## config.mk

```make
export PLATFORM = sky130hd
export DESIGN_NAME = synth_voice_allocator_unit_flat
export DESIGN_NICKNAME = d
export VERILOG_FILES = /design/src/svalloc_pkg.sv /design/src/svalloc_if.sv /design/src/svalloc_cell.sv /design/src/synth_voice_allocator_unit.sv /design/src/flat_wrapper.sv
export VERILOG_INCLUDE_DIRS = /design/src /design/src/src
export SDC_FILE = /design/constraint.sdc
export NUM_CORES = 2
export LEC_CHECK = 0
export BUFFER_PORTS_ARGS = -buffer_cell sky130_fd_sc_hd__buf_2
export CAP_MARGIN = 20
export CORE_MARGIN = 2
export CORE_UTILIZATION = 55
export DETAILED_ROUTE_END_ITERATION = 12
export PLACE_DENSITY_LB_ADDON = 0.3
export SLEW_MARGIN = 20
export SYNTH_ARGS = -nofsm -noshare
export SYNTH_HDL_FRONTEND = slang
export SYNTH_SLANG_ARGS = --single-unit
```

## constraint.sdc

```tcl
create_clock -name clk -period 6.85 [get_ports clk]
set_clock_uncertainty 0.1 [all_clocks]
set_input_delay 0.685 -clock clk [delete_from_list [all_inputs] [get_ports clk]]
set_output_delay 0.685 -clock clk [all_outputs]
set_load 0.02 [all_outputs]
```

## src/synth_voice_allocator_unit_macros.svh

```systemverilog
// assertion macros for the voice allocator
// used by the top level only; expects clk and rst_n in scope
`ifndef SYNTH_VOICE_ALLOCATOR_UNIT_MACROS_SVH
`define SYNTH_VOICE_ALLOCATOR_UNIT_MACROS_SVH

// checked outside reset only
`define SVALLOC_CHK(lbl, prop, msg) \
  lbl: assert property (@(posedge clk) disable iff (!rst_n) prop) else $error(msg);

// checked on every edge, reset included
`define SVALLOC_CHK_ALWAYS(lbl, prop, msg) \
  lbl: assert property (@(posedge clk) prop) else $error(msg);

`endif

```

## src/svalloc_pkg.sv

```systemverilog
// shared types and constants for the voice allocator
// no dependencies; used by the cell and the top level
`default_nettype none

package svalloc_pkg;

  localparam int NUM_VOICES = 16;
  localparam int IDX_W      = (NUM_VOICES > 1) ? $clog2(NUM_VOICES) : 1;
  localparam int NOTE_W     = 7;
  localparam int STAMP_W    = 32;

  // event kinds
  typedef enum logic {
    OP_NOTE_ON  = 1'b0,
    OP_NOTE_OFF = 1'b1
  } op_t;

  // search token handed from cell to cell
  typedef struct packed {
    logic                 free_hit;
    logic [IDX_W-1:0]     free_idx;
    logic                 match_hit;
    logic [IDX_W-1:0]     match_idx;
    logic                 best_hit;
    logic [IDX_W-1:0]     best_idx;
    logic [STAMP_W-1:0]   best_stamp;
    logic [NOTE_W-1:0]    best_note;
  } token_t;

  // voice update broadcast from the controller
  typedef struct packed {
    logic                 en;
    op_t                  op;
    logic [IDX_W-1:0]     idx;
    logic [NOTE_W-1:0]    note;
    logic [STAMP_W-1:0]   stamp;
  } upd_t;

endpackage

`default_nettype wire

```

## src/svalloc_if.sv

```systemverilog
// valid/ready channel interfaces: event input, result output, config write
// depends on nothing; payload widths match the allocator fields
`default_nettype none

interface svalloc_in_if;
  logic       valid;
  logic       ready;
  logic       req_type;
  logic [6:0] note_number;

  modport source (output valid, output req_type, output note_number, input ready);
  modport sink   (input valid, input req_type, input note_number, output ready);
endinterface

interface svalloc_out_if;
  logic       valid;
  logic       ready;
  logic [3:0] voice_index;
  logic       voice_found;
  logic       voice_stolen;
  logic [6:0] stolen_note;
  logic       percussion_armed;

  modport source (output valid, output voice_index, output voice_found,
                  output voice_stolen, output stolen_note, output percussion_armed,
                  input ready);
  modport sink   (input valid, input voice_index, input voice_found,
                  input voice_stolen, input stolen_note, input percussion_armed,
                  output ready);
endinterface

interface svalloc_cfg_if;
  logic valid;
  logic ready;
  logic percussion_enable;

  modport source (output valid, output percussion_enable, input ready);
  modport sink   (input valid, input percussion_enable, output ready);
endinterface

`default_nettype wire

```

## src/svalloc_cell.sv

```systemverilog
// one voice slot: holds active mark, note and stamp, refines the search token
// depends on svalloc_pkg (token_t, upd_t, op_t)
`default_nettype none

module svalloc_cell (
  input  wire logic                              clk,
  input  wire logic                              rst_n,
  input  wire logic [svalloc_pkg::IDX_W-1:0]     cell_id,
  input  wire logic [svalloc_pkg::NOTE_W-1:0]    ev_note,
  input  wire svalloc_pkg::token_t               tok_in,
  input  wire logic                              tok_vld_in,
  input  wire svalloc_pkg::upd_t                 upd,
  output svalloc_pkg::token_t                    tok_out,
  output logic                                   tok_vld_out
);

  logic                              active_r, active_nxt;
  logic [svalloc_pkg::NOTE_W-1:0]    note_r, note_nxt;
  logic [svalloc_pkg::STAMP_W-1:0]   stamp_r, stamp_nxt;
  svalloc_pkg::token_t               tok_r, tok_nxt;
  logic                              tok_vld_r;

  // fold this voice into the passing token
  always_comb begin
    tok_nxt = tok_in;
    if (!active_r && !tok_in.free_hit) begin
      tok_nxt.free_hit = 1'b1;
      tok_nxt.free_idx = cell_id;
    end
    if (active_r && (note_r == ev_note) && !tok_in.match_hit) begin
      tok_nxt.match_hit = 1'b1;
      tok_nxt.match_idx = cell_id;
    end
    // strict compare keeps the earlier voice on equal stamps
    if (!tok_in.best_hit || (stamp_r < tok_in.best_stamp)) begin
      tok_nxt.best_hit   = 1'b1;
      tok_nxt.best_idx   = cell_id;
      tok_nxt.best_stamp = stamp_r;
      tok_nxt.best_note  = note_r;
    end
  end

  // apply an update addressed to this voice
  always_comb begin
    active_nxt = active_r;
    note_nxt   = note_r;
    stamp_nxt  = stamp_r;
    if (upd.en && (upd.idx == cell_id)) begin
      if (upd.op == svalloc_pkg::OP_NOTE_ON) begin
        active_nxt = 1'b1;
        note_nxt   = upd.note;
        stamp_nxt  = upd.stamp;
      end else begin
        active_nxt = 1'b0;
        note_nxt   = '0;
      end
    end
  end

  // voice state
  always_ff @(posedge clk) begin
    if (!rst_n) begin
      active_r <= 1'b0;
      note_r   <= '0;
      stamp_r  <= '0;
    end else begin
      active_r <= active_nxt;
      note_r   <= note_nxt;
      stamp_r  <= stamp_nxt;
    end
  end

  // token stage towards the next cell
  always_ff @(posedge clk) begin
    if (!rst_n) begin
      tok_vld_r <= 1'b0;
    end else begin
      tok_vld_r <= tok_vld_in;
    end
  end

  always_ff @(posedge clk) begin
    tok_r <= tok_nxt;
  end

  assign tok_out     = tok_r;
  assign tok_vld_out = tok_vld_r;

endmodule

`default_nettype wire

```

## src/synth_voice_allocator_unit.sv

```systemverilog
// Polyphonic voice allocator with oldest-note stealing.
// Channels: in_ch carries note events (req_type 0 note on, 1 note off,
// note_number), out_ch returns one result per event, cfg_ch writes the
// percussion enable bit and is always ready.
// The voices sit in a row of cells. Each accepted event launches a search
// token into the first cell; it moves one cell per cycle and collects the
// first free voice, the first active voice holding the note and the voice
// with the oldest stamp. When it leaves the last cell the controller picks
// the voice, broadcasts the update and loads the result register.
// Result path: go_r, the cell token stages, fin_r, the output register.
// One event at a time: the token must walk the row of cells before the next
// is taken; in_ch.ready is high only between events.
// A result waiting in the output register does not block the next event;
// a stalled receiver holds the following event at its final step until the
// register frees.
// Reset (synchronous, active low) frees every voice, clears stamps, the
// note-on counter and the percussion enable, and empties the output.
// Depends on svalloc_pkg, svalloc_if, svalloc_cell and the macro header.
`default_nettype none
`include "synth_voice_allocator_unit_macros.svh"

module synth_voice_allocator_unit (
  input  wire logic   clk,
  input  wire logic   rst_n,
  svalloc_in_if.sink  in_ch,
  svalloc_out_if.source out_ch,
  svalloc_cfg_if.sink cfg_ch
);

  localparam int N = svalloc_pkg::NUM_VOICES;

  typedef enum logic [2:0] {
    ST_IDLE = 3'b001,
    ST_SCAN = 3'b010,
    ST_FIN  = 3'b100
  } state_t;

  state_t                            state_r, state_nxt;
  logic                              go_r;
  svalloc_pkg::op_t                  ev_op_r;
  logic [svalloc_pkg::NOTE_W-1:0]    ev_note_r;
  logic [svalloc_pkg::STAMP_W-1:0]   seq_r, seq_nxt;
  logic                              perc_r;
  svalloc_pkg::token_t               fin_r;
  svalloc_pkg::upd_t                 upd;

  svalloc_pkg::token_t               tok     [0:N];
  logic [N:0]                        tok_vld;

  logic                              in_xfer;
  logic                              out_free;
  logic                              commit;

  logic                              out_valid_r, out_valid_nxt;
  logic [3:0]                        res_idx_r;
  logic                              res_found_r;
  logic                              res_stolen_r;
  logic [6:0]                        res_old_r;
  logic                              res_perc_r;

  logic [svalloc_pkg::IDX_W-1:0]     pick_idx;
  logic                              pick_found;
  logic                              pick_stolen;
  logic [svalloc_pkg::NOTE_W-1:0]    pick_old;
  logic                              pick_perc;

  // configuration register
  assign cfg_ch.ready = 1'b1;

  always_ff @(posedge clk) begin
    if (!rst_n) begin
      perc_r <= 1'b0;
    end else if (cfg_ch.valid) begin
      perc_r <= cfg_ch.percussion_enable;
    end
  end

  // handshakes
  assign in_ch.ready = (state_r == ST_IDLE);
  assign in_xfer     = in_ch.valid && in_ch.ready;
  assign out_free    = !out_valid_r || out_ch.ready;
  assign commit      = (state_r == ST_FIN) && out_free;

  // row of voice cells
  assign tok[0]     = '0;
  assign tok_vld[0] = go_r;

  for (genvar i = 0; i < N; i++) begin : g_cell
    svalloc_cell u_cell (
      .clk         (clk),
      .rst_n       (rst_n),
      .cell_id     (svalloc_pkg::IDX_W'(i)),
      .ev_note     (ev_note_r),
      .tok_in      (tok[i]),
      .tok_vld_in  (tok_vld[i]),
      .upd         (upd),
      .tok_out     (tok[i+1]),
      .tok_vld_out (tok_vld[i+1])
    );
  end

  // sequencer
  always_comb begin
    state_nxt = state_r;
    case (state_r)
      ST_IDLE: begin
        if (in_xfer) begin
          state_nxt = ST_SCAN;
        end
      end
      ST_SCAN: begin
        if (tok_vld[N]) begin
          state_nxt = ST_FIN;
        end
      end
      ST_FIN: begin
        if (out_free) begin
          state_nxt = ST_IDLE;
        end
      end
      default: state_nxt = ST_IDLE;
    endcase
  end

  always_ff @(posedge clk) begin
    if (!rst_n) begin
      state_r <= ST_IDLE;
      go_r    <= 1'b0;
    end else begin
      state_r <= state_nxt;
      go_r    <= in_xfer;
    end
  end

  // event capture and final token
  always_ff @(posedge clk) begin
    if (in_xfer) begin
      ev_op_r   <= svalloc_pkg::op_t'(in_ch.req_type);
      ev_note_r <= in_ch.note_number;
    end
    if (tok_vld[N]) begin
      fin_r <= tok[N];
    end
  end

  // choose the voice from the finished search
  always_comb begin
    pick_idx    = '0;
    pick_found  = 1'b0;
    pick_stolen = 1'b0;
    pick_old    = '0;
    pick_perc   = 1'b0;
    if (ev_op_r == svalloc_pkg::OP_NOTE_ON) begin
      pick_found = 1'b1;
      pick_perc  = perc_r;
      if (fin_r.free_hit) begin
        pick_idx = fin_r.free_idx;
      end else begin
        pick_idx    = fin_r.best_idx;
        pick_stolen = 1'b1;
        pick_old    = fin_r.best_note;
      end
    end else if (fin_r.match_hit) begin
      pick_idx   = fin_r.match_idx;
      pick_found = 1'b1;
    end
  end

  // update broadcast to the cells
  always_comb begin
    upd.en    = commit && pick_found;
    upd.op    = ev_op_r;
    upd.idx   = pick_idx;
    upd.note  = ev_note_r;
    upd.stamp = seq_r;
  end

  // note-on counter
  always_comb begin
    seq_nxt = seq_r;
    if (commit && (ev_op_r == svalloc_pkg::OP_NOTE_ON)) begin
      seq_nxt = seq_r + svalloc_pkg::STAMP_W'(1);
    end
  end

  always_ff @(posedge clk) begin
    if (!rst_n) begin
      seq_r <= '0;
    end else begin
      seq_r <= seq_nxt;
    end
  end

  // output register
  always_comb begin
    out_valid_nxt = out_valid_r;
    if (out_valid_r && out_ch.ready) begin
      out_valid_nxt = 1'b0;
    end
    if (commit) begin
      out_valid_nxt = 1'b1;
    end
  end

  always_ff @(posedge clk) begin
    if (!rst_n) begin
      out_valid_r <= 1'b0;
    end else begin
      out_valid_r <= out_valid_nxt;
    end
  end

  always_ff @(posedge clk) begin
    if (commit) begin
      res_idx_r    <= 4'(pick_idx);
      res_found_r  <= pick_found;
      res_stolen_r <= pick_stolen;
      res_old_r    <= pick_old;
      res_perc_r   <= pick_perc;
    end
  end

  assign out_ch.valid            = out_valid_r;
  assign out_ch.voice_index      = res_idx_r;
  assign out_ch.voice_found      = res_found_r;
  assign out_ch.voice_stolen     = res_stolen_r;
  assign out_ch.stolen_note      = res_old_r;
  assign out_ch.percussion_armed = res_perc_r;

  // checks
  `SVALLOC_CHK(a_single_token, $onehot0(tok_vld), "more than one search token in the row")
  `SVALLOC_CHK(a_idle_no_token, in_ch.ready |-> (tok_vld == '0), "token in flight while idle")
  `SVALLOC_CHK(a_steal_found, (out_ch.valid && out_ch.voice_stolen) |-> out_ch.voice_found, "steal without a voice")
  `SVALLOC_CHK_ALWAYS(a_reset_empty, !rst_n |=> !out_ch.valid, "result valid after reset")

endmodule

`default_nettype wire

```

## src/flat_wrapper.sv

```systemverilog
// flat-port wrapper written by rule: the top's interface ports become plain ports
module synth_voice_allocator_unit_flat 
  (clk, rst_n, in_ch_valid, in_ch_req_type, in_ch_note_number, in_ch_ready, out_ch_valid, out_ch_voice_index, out_ch_voice_found, out_ch_voice_stolen, out_ch_stolen_note, out_ch_percussion_armed, out_ch_ready, cfg_ch_valid, cfg_ch_percussion_enable, cfg_ch_ready);
  svalloc_in_if in_ch_i ();
  svalloc_out_if out_ch_i ();
  svalloc_cfg_if cfg_ch_i ();
  input  wire logic clk;
  input  wire logic rst_n;
  input wire logic [$bits(in_ch_i.valid)-1:0] in_ch_valid;
  input wire logic [$bits(in_ch_i.req_type)-1:0] in_ch_req_type;
  input wire logic [$bits(in_ch_i.note_number)-1:0] in_ch_note_number;
  output wire logic [$bits(in_ch_i.ready)-1:0] in_ch_ready;
  output wire logic [$bits(out_ch_i.valid)-1:0] out_ch_valid;
  output wire logic [$bits(out_ch_i.voice_index)-1:0] out_ch_voice_index;
  output wire logic [$bits(out_ch_i.voice_found)-1:0] out_ch_voice_found;
  output wire logic [$bits(out_ch_i.voice_stolen)-1:0] out_ch_voice_stolen;
  output wire logic [$bits(out_ch_i.stolen_note)-1:0] out_ch_stolen_note;
  output wire logic [$bits(out_ch_i.percussion_armed)-1:0] out_ch_percussion_armed;
  input wire logic [$bits(out_ch_i.ready)-1:0] out_ch_ready;
  input wire logic [$bits(cfg_ch_i.valid)-1:0] cfg_ch_valid;
  input wire logic [$bits(cfg_ch_i.percussion_enable)-1:0] cfg_ch_percussion_enable;
  output wire logic [$bits(cfg_ch_i.ready)-1:0] cfg_ch_ready;
  assign in_ch_i.valid = in_ch_valid;
  assign in_ch_i.req_type = in_ch_req_type;
  assign in_ch_i.note_number = in_ch_note_number;
  assign in_ch_ready = in_ch_i.ready;
  assign out_ch_valid = out_ch_i.valid;
  assign out_ch_voice_index = out_ch_i.voice_index;
  assign out_ch_voice_found = out_ch_i.voice_found;
  assign out_ch_voice_stolen = out_ch_i.voice_stolen;
  assign out_ch_stolen_note = out_ch_i.stolen_note;
  assign out_ch_percussion_armed = out_ch_i.percussion_armed;
  assign out_ch_i.ready = out_ch_ready;
  assign cfg_ch_i.valid = cfg_ch_valid;
  assign cfg_ch_i.percussion_enable = cfg_ch_percussion_enable;
  assign cfg_ch_ready = cfg_ch_i.ready;
  synth_voice_allocator_unit u_core (.clk(clk), .rst_n(rst_n), .in_ch(in_ch_i), .out_ch(out_ch_i), .cfg_ch(cfg_ch_i));
endmodule
```

Word level (Yosys, flattened, before mapping)
Index checks and enable logic that the tools add are counted.
Widths: inputs -> output; s select.

cells by class
  add/subtract/negate cells = 1
  equality and inequality tests = 37
  bitwise gates (word level) = 1
  $lt $le $gt $ge = 15
  multiplexer cells = 31
  reduce and logical (&&, ||, !) cells = 162

operators by type and width
  cell                   number
  $mux 39                13
  $lt 32x32->1           15
  $eq 7x7->1             16
  $logic_and 1x1->1      67
  $logic_not 1->1        60
  $mux 40                1
  $add 32x1->32 const B  1
  $eq 4x4->1 const B     8
  $reduce_and 2->1       16
  $eq 4x3->1 const B     4
  $logic_or 1x1->1       15
  $mux 7                 2
  $mux 4                 3
  $mux 5                 2
  $mux 3                 3
  $pmux 3 s3             1
  $eq 4x2->1 const B     2
  $mux 1                 6
  $eq 4x1->1 const B     1
  $logic_not 4->1        1
  $ne 2x2->1 const B     2
  $eq 3x1->1 const B     1
  $eq 3x2->1 const B     1
  $eq 3x3->1 const B     1
  5 further kinds        5

storage, ports and cells
  logic and storage cells = 453
  input port bits = 14
  output and inout port bits = 17
  register bits = 1552

Longest topological paths before layout
  depth after elaboration = 6
  gate-level depth with buffers = 12
  depth with buffers taken out = 8

Cells and area by module
A second synthesis with hierarchy kept.

unflattened totals
  cell total of the unflattened synthesis = 7080
  area total of the unflattened synthesis = 70827.9 um2

by module, submodules not included
  module                      seq. area each (um2)  times used  cells each  area an instance (um2)
  svalloc_cell                1901.8                16          425         4220.3
  synth_voice_allocator_unit  2052.0                1           280         3303.2

Least setup slack after synthesis
OpenSTA, ideal clock, no wires.

  path kind = flip-flop to flip-flop
  from = reg u_core.g_cell[9].u_cell.tok_r (netlist bit u_core.g_cell[9].u_cell.tok_out[32])
  to = reg u_core.g_cell[10].u_cell.tok_r (netlist bit u_core.g_cell[10].u_cell.tok_out[10])
  setup slack = 4256 ps
  period minus slack after synthesis = 2594 ps
  arrival time = 2373 ps
  library setup time = 121 ps
  data required time = 6629 ps
  cell stages (with the launch flop) = 10
  buffers on the path = 1
  path through = dfxtp_1 > inv_1 > ha_1 > a21o_1 > a221o_1 > a221oi_1 > o21ai_1 > a21oi_1 > buf_2 > mux2_2

RTL lines
  element                 line                RTL
  start, declared         svalloc_cell.sv:20  svalloc_pkg::token_t tok_r, tok_nxt;
  start signal, assigned  svalloc_cell.sv:83  tok_r <= tok_nxt;
  end signal, assigned    svalloc_cell.sv:83
  end, declared           svalloc_cell.sv:20

==> summary.txt <==
Run status
  • Run status: completed

Power
  • Worst vdd ir: approximately 230 uV
  • Static Leakage: about 28 nW
  • Ratio of total power to cell area: 251.8 nW/um^2

Setup path
  • Worst reg2reg setup slack: 3160 ps
  • Startpoint kind of the worst setup timing path: register
  • Highest net fanout along the worst path: 43
  • Cell repeated most along the worst path: buf_4
  • Slowest CP cell: buf_4
  • End of the worst register-to-register path: u_core.g_cell[6].u_cell.stamp_r[10]$_SDFFE_PN0P_
  • Start point of the critical path: u_core.ev_op_r$_DFFE_PP_
  • Last element of the critical path: u_core.g_cell[6].u_cell.stamp_r[10]$_SDFFE_PN0P_
  • Setup Crit Path Kind: reg2reg
  • Depth of the most critical reg-to-reg path: 8
  • WP data required: 7430 ps
  • Worst r2r src: u_core.ev_op_r$_DFFE_PP_
  • Peak per-stage delay on the critical path: 590 ps
  • Crit path DAT: 4270 ps
  • Type of destination of the critical path: register
  • Cell Chain, Critical Path: buf_4, o21a_1, inv_2, nor2_2, and2_1, nor2b_4, buf_4, mux2i_1

Die
  • Initial standard-cell utilization of the core: 0.5538
  • Die W: ~340 microns
  • IO Pins: 31
  • Die ar.: between 100000 and 150000 sq um
  • Y dimension of the die: 342.8 microns
  • Core footprint: 114000 sq um
  • Number of rows in the core area: ~120

Finish
  • Final layout net count: 6832
  • Register area: 30630 sq um
  • Combined area of the multi-input logic cells: between 20000 and 30000 sq um
  • Most frequent standard cell in the layout excluding fill and tap cells: dfxtp_1
  • Number of fill cells: roughly 9.4k
  • Synth-to-layout area growth: 10.25%
  • Proportion of layout cells with a drive suffix above 1: 0.1344
  • Most frequent cells in the layout: dfxtp_1, nand2_1, nand3_1, inv_1, ha_1
  • Finished Layout Cells: 7981

Placement
  • GP Congestion: around 0.85
  • Count of buffers inserted at the top-level ports: 29
  • Final HPWL from detailed placement: approximately 100000 microns
  • Placed instance count: between 7k and 8k
  • Setup WS pre-CTS: ~3200 ps

Yosys
  • Per-instance average area after synthesis: ~9.7 sq um
  • Ys Warns: 0
  • Post-Syn Nets: 6961
  • Netlist area before placement: around 63000 sq um
  • Predominant post-synthesis flop cell: dfxtp_1
  • Netlist cell types: 60
  • Ys async rst share: 0
  • Share of the yosys chip area belonging to registers: 0.4849
  • Number of synthesized register bits: 1508
  • Post-synthesis cell count: around 6.5k
  • EDFF count, synth: 43

Clock tree
  • CTS tree: done
  • Clock slew at the register clock pins of the worst setup and hold paths: about 60 ps
  • Clock latency on the worst-skew pair: 760 ps
  • Post-CTS Setup Repair Bufs: 0
  • Maximum clock path buffer count: 3
  • Hold buffers post-CTS: 8
  • Number of CTS-inserted buffers: about 150
  • CTS root buffer: clkbuf_16
  • Post-CTS sizing: 0
  • Sink Count: around 1.5k
  • Clock H-tree levels: 4

Drt
  • Number of design rule violations left after detail routing: 0
  • Number of antenna-violating nets in the routed design: 0
  • Number of vias in the routed layout: about 44k
  • Vias per cell: around 5.5
  • Pre-antenna DRT Iters: 6
  • Wire length per cell: 19.26 microns
  • Starting DRC count in detailed routing: about 3.3k
  • Routed WL: between 150000 and 200000 microns

GRT
  • GRT Residual Overflow: 0
  • First-pass GRT wire length: 241400 microns
  • Total global-route track usage: 0.2600
  • Largest net degree at the start of global routing: 260
  • Initial antenna violation count: 6
  • Vias in the first global route: ~44k

Timing
  • Final critical path time including I/O delays and setup: between 3000 and 4000 ps
  • Setup tns final: 0 ps
  • Post-route clock period utilization: 0.5393
  • Hold violation count in the final report: 0
  • Number of max-slew violations in the final report: 0
  • Max Clock Freq: about 270 MHz
  • Final worst-path setup slack: approximately 3200 ps
  • Final setup violation count: 0
  • Least-Margin Pin Slew: around 1200 ps
  • Headroom to the max-slew limit: 0.1916
  • Setup repair after global routing missed its margin: no

Run
  • Max capacitance violation total: 0

Min path
  • Type of the worst min-delay path: in2reg
-- worst max-delay path, delay by kind of cell, from the launching register on --
kind,cells,cell delay [ps]
mux,1,280
compound gates,1,350
simple gates,3,1220
buf+inv,3,1230
flops,1,330
-- cells in the mapped netlist, drive strengths merged (75+ instances only) --
library cell,instances,area (sq um)
a21oi,145,725.7
and2,76,475.5
buf,92,538.0
clkbuf,303,1137
dfxtp,1465,29330
ha,466,5831
inv,477,1790
mux2,553,6227
mux2i,157,1572
nand2,793,2977
nand2b,75,469.2
nand3,523,2618
nor2,106,412.9
nor2b,125,782.0
o21ai,511,2557
xor2,80,700.7
-- cell type report --
class / instances / area share
Clock buffer: 221 / 0.06434
Tap cell: 1512 / 0.02717
Inverter: 477 / 0.02572
Clock inverter: 48 / 0.009093
Sequential cell: 1508 / 0.4400
Timing Repair Buffer: 111 / 0.01218
Antenna cell: 3 / 0.0001078
Multi-Input combinational cell: 4101 / 0.4214
-- layer usage --
metal  global-route usage  vias to the layer above  part of all wire
li1                     -                    21670                 -
met4              0.09201                        0             0.032
met3              0.03535                      287             0.045
met5                    0                        -                 0
met1               0.3287                    21120              0.43
met2               0.4530                      955              0.49
-- report_power, final --
group | internal, mW | total [mW] | switching [mW]
Sequential | 8.81 | 8.81 | 0.00263
Combinational | 0.0596 | 0.258 | 0.199
Clock | 5.00 | 8.46 | 3.46
-- registers in the layout, summed over array words and instances (netlist names), 3 cells and up --
| signal | flops |
|---|---|
| u_core.fin_r | 21 |
| u_core.seq_r | 32 |
| u_core.g_cell.u_cell.tok_out | 771 |
| u_core.out_ch.voice_index | 4 |
| u_core.g_cell.u_cell.note_r | 112 |
| u_core.state_r | 3 |
| u_core.out_ch.stolen_note | 7 |
| u_core.ev_note_r | 7 |
| u_core.g_cell.u_cell.tok_vld_out | 16 |
| u_core.g_cell.u_cell.stamp_r | 512 |
| u_core.g_cell.u_cell.active_r | 16 |
-- logic make-up after synthesis --
family,Yosys count,synth area share
xor+xnor,135,0.01872
simple gates,1942,0.1494
buf+inv,872,0.05488
flops,1508,0.4849
compound gates,847,0.07626
mux,710,0.1235
other cells,1,0.00005938
fa+ha+maj,466,0.09233
-- through the flow --
stage | power, mW | cell area, sq um | hold WS, ps | utilization
detailed placement | 9.259 | 64410 | 235.5 | 0.5648
floorplan | 9.186 | 63150 | 230.6 | -
global route | 18.01 | 69620 | 73.96 | 0.6105
global placement | 9.256 | 64410 | 234.5 | 0.5648
finish | 17.53 | 69620 | 90.20 | 0.6105
CTS | 17.62 | 69600 | 58.71 | 0.6103
-- worst min-delay path by stage --
stage / start / endpoint / slack, ps / cells after the start
after floorplan: u_core.g_cell[0].u_cell.stamp_r[3]$_SDFFE_PN0P_ / u_core.g_cell[0].u_cell.tok_out[10]$_DFF_P_ / 230 / 0
after global placement: u_core.g_cell[0].u_cell.stamp_r[2]$_SDFFE_PN0P_ / u_core.g_cell[0].u_cell.tok_out[9]$_DFF_P_ / 230 / 0
after detailed placement: u_core.g_cell[0].u_cell.stamp_r[6]$_SDFFE_PN0P_ / u_core.g_cell[0].u_cell.tok_out[13]$_DFF_P_ / 240 / 0
after CTS: cfg_ch_percussion_enable / u_core.perc_r$_SDFFE_PN0P_ / 60 / 3
after global routing: in_ch_valid / u_core.go_r$_SDFF_PN0_ / 70 / 2
final: cfg_ch_percussion_enable / u_core.perc_r$_SDFFE_PN0P_ / 90 / 3
No activity file was read; power rests on OpenSTA's default activity.
